File: config.mk
export PLATFORM = sky130hd
export DESIGN_NAME = latency_histogram_stats_top
export DESIGN_NICKNAME = d
export VERILOG_FILES = /design/src/lhs_pkg.sv /design/src/lhs_front.sv /design/src/lhs_div.sv /design/src/lhs_back.sv /design/src/latency_histogram_stats_top.sv
export SDC_FILE = /design/constraint.sdc
export NUM_CORES = 2
export LEC_CHECK = 0
export BUFFER_PORTS_ARGS = -buffer_cell sky130_fd_sc_hd__buf_2
export CORE_MARGIN = 10
export CORE_UTILIZATION = 50
export CTS_BUF_LIST = sky130_fd_sc_hd__clkbuf_8
export DETAILED_ROUTE_END_ITERATION = 8
export MAX_ROUTING_LAYER = met4
export PLACE_DENSITY = 0.71
export SETUP_SLACK_MARGIN = 0.02
export SLEW_MARGIN = 20
export SYNTH_ARGS = -nofsm -noshare
export SYNTH_HDL_FRONTEND = slang
export SYNTH_SLANG_ARGS = --single-unit
File: constraint.sdc
create_clock -name clock -period 16.67 [get_ports clock]
set_input_delay 0 -clock clock [delete_from_list [all_inputs] [get_ports clock]]
set_output_delay 0 -clock clock [all_outputs]
set_load 0.02 [all_outputs]
File: src/lhs_pkg.sv
package lhs_pkg;

   localparam int unsigned EDGE_TABLE_LEN = 10;
   localparam int unsigned PCT_MAX        = 100;
   localparam int unsigned PCT_ROUND      = 99;
   localparam int unsigned QUEUE_DEPTH    = 4;
   localparam int unsigned QPTR_W         = $clog2(QUEUE_DEPTH);
   localparam int unsigned QCNT_W         = $clog2(QUEUE_DEPTH + 1);

   localparam logic [1:0] MODE_ADD    = 2'd0;
   localparam logic [1:0] MODE_CLEAR  = 2'd1;
   localparam logic [1:0] MODE_REPORT = 2'd2;

   localparam logic [31:0] EDGE_TABLE [EDGE_TABLE_LEN] = '{
      32'd100, 32'd250, 32'd500, 32'd1000, 32'd2000,
      32'd4000, 32'd8000, 32'd16000, 32'd32000, 32'd64000
   };

   typedef struct packed {
      logic [1:0]  mode;
      logic [31:0] latency_us;
      logic [7:0]  pct;
   } req_type;

   typedef struct packed {
      logic [31:0] sample_total;
      logic [31:0] min_us;
      logic [31:0] max_us;
      logic [31:0] mean_us;
      logic [31:0] percentile_us;
   } rsp_type;

   typedef enum logic [1:0] {
      OP_ADD,
      OP_CLEAR,
      OP_REPORT,
      OP_NOP
   } op_type;

   typedef struct packed {
      op_type      op;
      logic [31:0] latency_us;
      logic [7:0]  pct;
   } cmd_type;

   typedef enum logic [2:0] {
      B_IDLE,
      B_MEAN,
      B_WALK,
      B_OUT
   } back_state_type;

   // Upper edge of bucket i; the last bucket and anything past the table is open.
   function automatic logic [31:0] bucket_edge(int unsigned i, int unsigned nb);
      logic [31:0] edge_val;
      edge_val = '1;
      if (i < EDGE_TABLE_LEN && i + 1 < nb) begin
         edge_val = EDGE_TABLE[i[3:0]];
      end
      return edge_val;
   endfunction

endpackage

File: src/lhs_front.sv
module lhs_front import lhs_pkg::*; #(
   parameter int unsigned NUM_BUCKETS = 11,
   parameter int unsigned IDX_W       = $clog2(NUM_BUCKETS)
) (
   input  logic             clock,
   input  logic             reset,
   input  logic             req_valid,
   output logic             req_ready,
   input  req_type          req_data,
   output logic             cmd_valid,
   output cmd_type          cmd,
   output logic [IDX_W-1:0] cmd_idx,
   input  logic             cmd_pop
);

   cmd_type          q_cmd_ff [QUEUE_DEPTH];
   logic [IDX_W-1:0] q_idx_ff [QUEUE_DEPTH];
   logic [QPTR_W-1:0] wr_ptr_ff, rd_ptr_ff;
   logic [QCNT_W-1:0] count_ff, count_in;
   cmd_type          dec_cmd;
   logic [IDX_W-1:0] dec_idx;
   logic             push;

   // decode mode and pick the bucket for the sample
   always_comb begin
      dec_cmd.latency_us = req_data.latency_us;
      dec_cmd.pct        = req_data.pct;
      case (req_data.mode)
         MODE_ADD:    dec_cmd.op = OP_ADD;
         MODE_CLEAR:  dec_cmd.op = OP_CLEAR;
         MODE_REPORT: dec_cmd.op = OP_REPORT;
         default:     dec_cmd.op = OP_NOP;
      endcase
      dec_idx = IDX_W'(NUM_BUCKETS - 1);
      for (int j = NUM_BUCKETS - 1; j >= 0; j--) begin
         if (req_data.latency_us <= bucket_edge(j, NUM_BUCKETS)) begin
            dec_idx = IDX_W'(j);
         end
      end
   end

   assign req_ready = (count_ff != QCNT_W'(QUEUE_DEPTH));
   assign push      = req_valid && req_ready;
   assign cmd_valid = (count_ff != '0);
   assign cmd       = q_cmd_ff[rd_ptr_ff];
   assign cmd_idx   = q_idx_ff[rd_ptr_ff];

   always_comb begin
      count_in = count_ff;
      case ({push, cmd_pop})
         2'b10:   count_in = count_ff + QCNT_W'(1);
         2'b01:   count_in = count_ff - QCNT_W'(1);
         default: count_in = count_ff;
      endcase
   end

   always_ff @(posedge clock) begin
      if (reset) begin
         wr_ptr_ff <= '0;
         rd_ptr_ff <= '0;
         count_ff  <= '0;
      end else begin
         count_ff <= count_in;
         if (push) begin
            wr_ptr_ff <= wr_ptr_ff + QPTR_W'(1);
         end
         if (cmd_pop) begin
            rd_ptr_ff <= rd_ptr_ff + QPTR_W'(1);
         end
      end
   end

   always_ff @(posedge clock) begin
      if (push) begin
         q_cmd_ff[wr_ptr_ff] <= dec_cmd;
         q_idx_ff[wr_ptr_ff] <= dec_idx;
      end
   end

`ifndef SYNTHESIS
   a_cnt_bound: assert property (@(posedge clock) disable iff (reset)
      count_ff <= QCNT_W'(QUEUE_DEPTH))
      else $error("queue count overflow");
   a_pop_nonempty: assert property (@(posedge clock) disable iff (reset)
      cmd_pop |-> count_ff != '0)
      else $error("pop from empty queue");
`endif

endmodule

File: src/lhs_div.sv
module lhs_div (
   input  logic        clock,
   input  logic        reset,
   input  logic        start,
   input  logic [63:0] dividend,
   input  logic [31:0] divisor,
   output logic        busy,
   output logic        done,
   output logic [63:0] quotient
);

   logic [63:0] dvd_ff;
   logic [31:0] rem_ff, dsr_ff;
   logic [5:0]  cnt_ff;
   logic        busy_ff, done_ff;
   logic [32:0] shifted, diff;

   // restoring divide, one quotient bit per cycle
   assign shifted  = {rem_ff, dvd_ff[63]};
   assign diff     = shifted - {1'b0, dsr_ff};
   assign busy     = busy_ff;
   assign done     = done_ff;
   assign quotient = dvd_ff;

   always_ff @(posedge clock) begin
      if (reset) begin
         busy_ff <= 1'b0;
         done_ff <= 1'b0;
         cnt_ff  <= '0;
      end else begin
         done_ff <= 1'b0;
         if (start) begin
            busy_ff <= 1'b1;
            cnt_ff  <= '0;
         end else if (busy_ff) begin
            cnt_ff <= cnt_ff + 6'd1;
            if (cnt_ff == 6'd63) begin
               busy_ff <= 1'b0;
               done_ff <= 1'b1;
            end
         end
      end
   end

   always_ff @(posedge clock) begin
      if (start) begin
         dvd_ff <= dividend;
         dsr_ff <= divisor;
         rem_ff <= '0;
      end else if (busy_ff) begin
         if (!diff[32]) begin
            rem_ff <= diff[31:0];
            dvd_ff <= {dvd_ff[62:0], 1'b1};
         end else begin
            rem_ff <= shifted[31:0];
            dvd_ff <= {dvd_ff[62:0], 1'b0};
         end
      end
   end

endmodule

File: src/lhs_back.sv
module lhs_back import lhs_pkg::*; #(
   parameter int unsigned NUM_BUCKETS = 11,
   parameter int unsigned IDX_W       = $clog2(NUM_BUCKETS)
) (
   input  logic             clock,
   input  logic             reset,
   input  logic             cmd_valid,
   input  cmd_type          cmd,
   input  logic [IDX_W-1:0] cmd_idx,
   output logic             cmd_pop,
   output logic             rsp_valid,
   input  logic             rsp_ready,
   output rsp_type          rsp_data
);

   // running bucket total scaled by 100: NUM_BUCKETS x 32-bit x 100 fits
   localparam int unsigned ACC_W = 39 + IDX_W;

   back_state_type    state_ff, state_in;
   logic [31:0]       count_ff, count_in;
   logic [63:0]       sum_ff, sum_in;
   logic [31:0]       min_ff, min_in;
   logic [31:0]       max_ff, max_in;
   logic [31:0]       bucket_ff [NUM_BUCKETS];
   logic [7:0]        pct_ff, pct_in;
   logic [39:0]       prod_ff, prod_in;
   logic [31:0]       mean_ff, mean_in;
   logic [31:0]       pres_ff, pres_in;
   logic [IDX_W-1:0]  walk_ff, walk_in;
   logic [ACC_W-1:0]  acc_ff, acc_in;
   logic              rsp_valid_ff, rsp_valid_in;
   rsp_type           rsp_ff, rsp_in;

   logic [IDX_W-1:0]  rd_addr;
   logic [31:0]       rd_data;
   logic [38:0]       rd_x100;
   logic [ACC_W-1:0]  acc_sum;
   logic              bkt_inc, bkt_clr;
   logic              div_start, div_busy, div_done;
   logic [63:0]       div_dividend, div_q;
   logic [31:0]       div_divisor;
   logic              pct_ok;

   lhs_div u_div (
      .clock    (clock),
      .reset    (reset),
      .start    (div_start),
      .dividend (div_dividend),
      .divisor  (div_divisor),
      .busy     (div_busy),
      .done     (div_done),
      .quotient (div_q)
   );

   // single read port into the bucket file: walk index or the add's bucket
   assign rd_addr = (state_ff == B_WALK) ? walk_ff : cmd_idx;
   assign rd_data = bucket_ff[rd_addr];
   // 100 * total >= count * pct is the same test as total >= ceil(count * pct / 100)
   assign rd_x100 = {1'b0, rd_data, 6'd0} + {2'b0, rd_data, 5'd0} + {5'b0, rd_data, 2'd0};
   assign acc_sum = acc_ff + ACC_W'(rd_x100);
   assign pct_ok  = (pct_ff != 8'd0) && (pct_ff <= 8'(PCT_MAX));

   assign rsp_valid = rsp_valid_ff;
   assign rsp_data  = rsp_ff;

   always_comb begin
      state_in     = state_ff;
      count_in     = count_ff;
      sum_in       = sum_ff;
      min_in       = min_ff;
      max_in       = max_ff;
      pct_in       = pct_ff;
      prod_in      = prod_ff;
      mean_in      = mean_ff;
      pres_in      = pres_ff;
      walk_in      = walk_ff;
      acc_in       = acc_ff;
      rsp_valid_in = rsp_valid_ff && !rsp_ready;
      rsp_in       = rsp_ff;
      cmd_pop      = 1'b0;
      bkt_inc      = 1'b0;
      bkt_clr      = 1'b0;
      div_start    = 1'b0;
      div_dividend = sum_ff;
      div_divisor  = count_ff;

      case (state_ff)
         B_IDLE: begin
            if (cmd_valid) begin
               cmd_pop = 1'b1;
               case (cmd.op)
                  OP_ADD: begin
                     count_in = count_ff + 32'd1;
                     sum_in   = sum_ff + 64'(cmd.latency_us);
                     if (cmd.latency_us > max_ff) begin
                        max_in = cmd.latency_us;
                     end
                     if (cmd.latency_us < min_ff) begin
                        min_in = cmd.latency_us;
                     end
                     bkt_inc = 1'b1;
                  end
                  OP_CLEAR: begin
                     count_in = '0;
                     sum_in   = '0;
                     min_in   = '1;
                     max_in   = '0;
                     bkt_clr  = 1'b1;
                  end
                  OP_REPORT: begin
                     pct_in    = cmd.pct;
                     prod_in   = 40'(count_ff) * 40'(cmd.pct);
                     div_start = 1'b1;
                     state_in  = B_MEAN;
                  end
                  default: begin
                  end
               endcase
            end
         end
         B_MEAN: begin
            if (div_done) begin
               mean_in  = div_q[31:0];
               walk_in  = '0;
               acc_in   = '0;
               state_in = B_WALK;
            end
         end
         B_WALK: begin
            acc_in = acc_sum;
            if (acc_sum >= ACC_W'(prod_ff)) begin
               pres_in  = bucket_edge(32'(walk_ff), NUM_BUCKETS);
               state_in = B_OUT;
            end else if (walk_ff == IDX_W'(NUM_BUCKETS - 1)) begin
               pres_in  = '1;
               state_in = B_OUT;
            end else begin
               walk_in = walk_ff + IDX_W'(1);
            end
         end
         B_OUT: begin
            if (!rsp_valid_ff || rsp_ready) begin
               rsp_valid_in         = 1'b1;
               rsp_in.sample_total  = count_ff;
               rsp_in.min_us        = min_ff;
               rsp_in.max_us        = max_ff;
               rsp_in.mean_us       = (count_ff == '0) ? '0 : mean_ff;
               rsp_in.percentile_us = (count_ff == '0 || !pct_ok) ? '0 : pres_ff;
               state_in             = B_IDLE;
            end
         end
         default: begin
            state_in = B_IDLE;
         end
      endcase
   end

   always_ff @(posedge clock) begin
      if (reset) begin
         state_ff     <= B_IDLE;
         count_ff     <= '0;
         sum_ff       <= '0;
         min_ff       <= '1;
         max_ff       <= '0;
         rsp_valid_ff <= 1'b0;
      end else begin
         state_ff     <= state_in;
         count_ff     <= count_in;
         sum_ff       <= sum_in;
         min_ff       <= min_in;
         max_ff       <= max_in;
         rsp_valid_ff <= rsp_valid_in;
      end
   end

   always_ff @(posedge clock) begin
      pct_ff    <= pct_in;
      prod_ff   <= prod_in;
      mean_ff   <= mean_in;
      pres_ff   <= pres_in;
      walk_ff   <= walk_in;
      acc_ff    <= acc_in;
      rsp_ff    <= rsp_in;
   end

   always_ff @(posedge clock) begin
      if (reset || bkt_clr) begin
         for (int j = 0; j < NUM_BUCKETS; j++) begin
            bucket_ff[j] <= '0;
         end
      end else if (bkt_inc) begin
         bucket_ff[cmd_idx] <= rd_data + 32'd1;
      end
   end

`ifndef SYNTHESIS
   a_walk_range: assert property (@(posedge clock) disable iff (reset)
      state_ff == B_WALK |-> walk_ff <= IDX_W'(NUM_BUCKETS - 1))
      else $error("bucket walk out of range");
   a_div_idle: assert property (@(posedge clock) disable iff (reset)
      div_start |-> !div_busy)
      else $error("divider restarted while busy");
   a_out_loads: assert property (@(posedge clock) disable iff (reset)
      state_ff == B_OUT && (!rsp_valid_ff || rsp_ready) |=> rsp_valid_ff)
      else $error("report result not loaded");
   a_no_pop_busy: assert property (@(posedge clock) disable iff (reset)
      state_ff != B_IDLE |-> !cmd_pop)
      else $error("queue popped during report");
`endif

endmodule

File: src/latency_histogram_stats_top.sv
// Latency histogram with percentile.
// req_ channel: valid/ready transactions carrying mode, latency_us and pct.
//   mode add folds the sample into count, 64-bit sum, min, max and one of
//   NUM_BUCKETS buckets; clear empties everything; report yields one rsp_
//   transaction; the unused mode code is dropped.
// Transactions enter a four-entry command queue; req_ready drops only when it
//   is full. The executing side takes one add or clear per cycle while no report
//   holds it, so a stream of samples sustains one transaction per cycle; an
//   accepted transaction is registered in the queue before the statistics update.
// A report holds the executing side while the radix-2 divider forms the mean,
//   then walks the buckets one per cycle comparing 100 * running total with
//   count * pct (1 to NUM_BUCKETS buckets walked), then loads the output
//   register, which raises rsp_valid.
//   Samples behind a report wait in the queue until it finishes.
// The result sits in an output register; while rsp_ready is low, further
//   adds still run, and a second report waits at its end for the register.
// Reset (synchronous, active high) empties the queue and the statistics:
//   count, sum, max and buckets zero, min all ones.
module latency_histogram_stats_top import lhs_pkg::*; #(
   parameter int unsigned NUM_BUCKETS = 11
) (
   input  logic    clock,
   input  logic    reset,
   input  logic    req_valid,
   output logic    req_ready,
   input  req_type req_data,
   output logic    rsp_valid,
   input  logic    rsp_ready,
   output rsp_type rsp_data
);

   localparam int unsigned IDX_W = $clog2(NUM_BUCKETS);

   logic             cmd_valid;
   cmd_type          cmd;
   logic [IDX_W-1:0] cmd_idx;
   logic             cmd_pop;

   // front: decode and bucket classification, then the command queue
   lhs_front #(
      .NUM_BUCKETS (NUM_BUCKETS),
      .IDX_W       (IDX_W)
   ) u_front (
      .clock     (clock),
      .reset     (reset),
      .req_valid (req_valid),
      .req_ready (req_ready),
      .req_data  (req_data),
      .cmd_valid (cmd_valid),
      .cmd       (cmd),
      .cmd_idx   (cmd_idx),
      .cmd_pop   (cmd_pop)
   );

   // back: statistics state, report sequencer and output register
   lhs_back #(
      .NUM_BUCKETS (NUM_BUCKETS),
      .IDX_W       (IDX_W)
   ) u_back (
      .clock     (clock),
      .reset     (reset),
      .cmd_valid (cmd_valid),
      .cmd       (cmd),
      .cmd_idx   (cmd_idx),
      .cmd_pop   (cmd_pop),
      .rsp_valid (rsp_valid),
      .rsp_ready (rsp_ready),
      .rsp_data  (rsp_data)
   );

endmodule

==> metrics <==
status=completed; clock latency on the worst-skew pair=approximately 0.96 ns; clk slew on worst S/H paths=0.06 ns; Rel. slew slack=slightly above 8%; Synth area leader=edfxtp_1; CP Data Arrival Time=approximately 12 ns; Worst-Margin Slew=1.38 ns; CTS Buffer Depth=3; Sink Count=1,289; Primary FF master, synth=edfxtp_1; CP max-delay cell=mux4_2; Via density=5.73; maximum achievable frequency=90.4 MHz; H-Tree Depth=4; routed via count=slightly below 50,000; Worst Path Required=approximately 17 ns; syn avg cell area=approximately 11 um2; fillers=roughly 11,000; vias in the first global route=49,100; DR WL/cell=~21 um; Syn Nets=between 6,000 and 7,000; FF+latch count, synth=1,289; largest net degree at the start of global routing=220; Site Rows=approximately 140; post-synthesis sequential area ratio=a little over half; Root Driver=clkbuf_8; Fin. Hold Viols=0; Die W=between 300 and 400 um; CTS tree=yes; crit-path max cell delay=about 0.86 ns; Post-synth EDFFs=1,045; CP Capture Type=flop; DR pass1 iterations=6; Synth top area share=around 45%; Total GRT Usage=a little under a quarter; cell mode on critical path=a21oi_1; gp weighted congestion=between 0.9 and 1; Nets=slightly above 7,000; die footprint=roughly 150,000 um2; total grt overflow=0; Total Wirelength=roughly 180 mm; Port Buf Inserts=about 210; io pins=208; Synth area leaders=edfxtp_1 (45%), dfxtp_1 (7.0%), fa_1 (6.8%); RSZ-0062 raised after global routing=no; Starting Density=between 50% and 60%; setup bufs post-CTS=0; Synth Cell Area=just under 70,000 um2; max cap viols=0; initial antenna violation count=4; first-pass GRT wire length=between 200 and 300 mm; synthesized instance count=6,350; final setup skew=around 0.06 ns; Crit Path Class=flop to flop; Gates resized, CTS repair=0; Iter 0 DRT Violations=4,528; CP startpoint kind=flop; Detailed Place HPWL=between 100 and 150 mm; Setup violations, final=0; Hold WC Path Type=input port to flop; Yosys Warn Count=0; setup TNS=0 ns; crit path max fanout=210; cts hold-fix bufs=87; period utilization=around two thirds; layout cells sized above 1=a little over a tenth; total CTS buffers=209; die height=393 um; Min Clock Period, post-route=around 11 ns; Yosys cell types=101; Final Max Slew Viols=0; Core Region=between 100,000 and 150,000 um2; asr flop ratio synth=0%; Remaining DRCs=0; Syn-to-layout area delta=11.2%; Antenna Violating Nets Remaining=0
-- metal layers --
metal  global-route usage, %  part of all wire [%]  wire length (um)
met4                    8.38                   3.1              5530
met1                    31.4                    42             75900
met2                    37.4                    47             84100
met3                    3.70                   7.8             13900
met5                       -                     0                 0
-- flip-flops by register name, indices dropped and copies added (netlist names), 40 cells and up, named ones only --
name / flops
u_back.u_div.quotient: 64
u_back.bucket_ff: 512
u_front.q_cmd_ff: 168
u_back.rsp_data: 144
u_back.prod_ff: 40
u_back.div_dividend: 64
u_back.acc_ff: 41
-- path summary, 6_finish.rpt --
kind                             startpoint                 end  slack, ns  cells past startpoint
setup / recovery                       flop   u_back.pres_ff[4]       5.61                     33
hold / removal                        reset   u_back.min_ff[18]        0.1                      4
setup reg to reg                       flop   u_back.pres_ff[4]       5.61                     33
hold reg to reg   u_back.u_div.quotient[11]  u_back.mean_ff[11]       0.44                      0
-- cells in the mapped netlist, drive strengths merged, types with 115 or more instances --
cell and instances:
fa 237, nand2 945, and3 126, o21ai 208, edfxtp 1045, nand3 152, nor2 551, clkbuf 249
dfxtp 244, a21oi 238, inv 507, xnor2 124, a21o 115, and2 189, ha 324
-- kinds of logic after synthesis --
group | Yosys count | share of synthesized area [%]
multiplexers | 135 | 2.78
adder cells (fa/ha/maj) | 561 | 12.7
AO/OA/AOI/OAI | 978 | 9.27
buffers and inverters | 866 | 5.00
XOR/XNOR | 222 | 2.80
flip-flops | 1289 | 52.2
AND/OR/NAND/NOR | 2299 | 15.3
-- area by class of cell --
class,count,area (um2),area share [%]
Tap cell,1794,2240,2.91
Sequential cell,1289,36300,47.0
Timing Repair Buffer,376,2560,3.32
Multi-Input combinational cell,4195,29900,38.8
Inverter,509,1910,2.48
Clock buffer,227,3120,4.05
Clock inverter,166,1170,1.52
Antenna cell,3,7.51,0.00972
-- per-stage QoR --
stage / setup WS (ns) / cell area [um2] / instances / util (%) / hold slack [ns]
2_1_floorplan: 8.34 / 69500 / 6350 / - / 0.0989
3_3_place_gp: 6.13 / 72000 / 8075 / 52.3 / 0.211
3_5_place_dp: 5.93 / 72000 / 8075 / 52.3 / 0.216
6_report: 5.61 / 77200 / 8559 / 56.0 / 0.0959
5_1_grt: 5.15 / 77200 / 8559 / 56.0 / 0.0865
4_1_cts: 5.87 / 77200 / 8555 / 56.0 / 0.0267
-- worst max-delay path, delay by kind of cell (launching register included) --
kind	cells	cell delay, ns
DFF	1	0.78
xor gates and xnor gates	1	0.25
muxes	1	0.86
and+or+nand+nor	7	1.32
AOI/OAI and AO/OA	17	4.69
adders and majority gates	4	1.71
buffers and inverters	3	0.73
-- placed cells by master, fill, tap and decap left out, drive strengths merged, types with 58 or more instances in the layout --
cell / count
clkbuf: 227
and3: 126
nor3: 58
a21oi: 238
mux2i: 83
a21o: 115
nand4: 61
nand3: 152
edfxtp: 1045
nor2: 551
ha: 324
and2: 189
o21ai: 208
inv: 600
buf: 289
xnor2: 124
fa: 237
xor2: 98
dlygate4sd3: 87
dfxtp: 244
nand2: 945
a31oi: 82
nor2b: 66
Power is not shown: default switching activity piles up to over one toggle a cycle in this logic, so the estimate is an artifact.
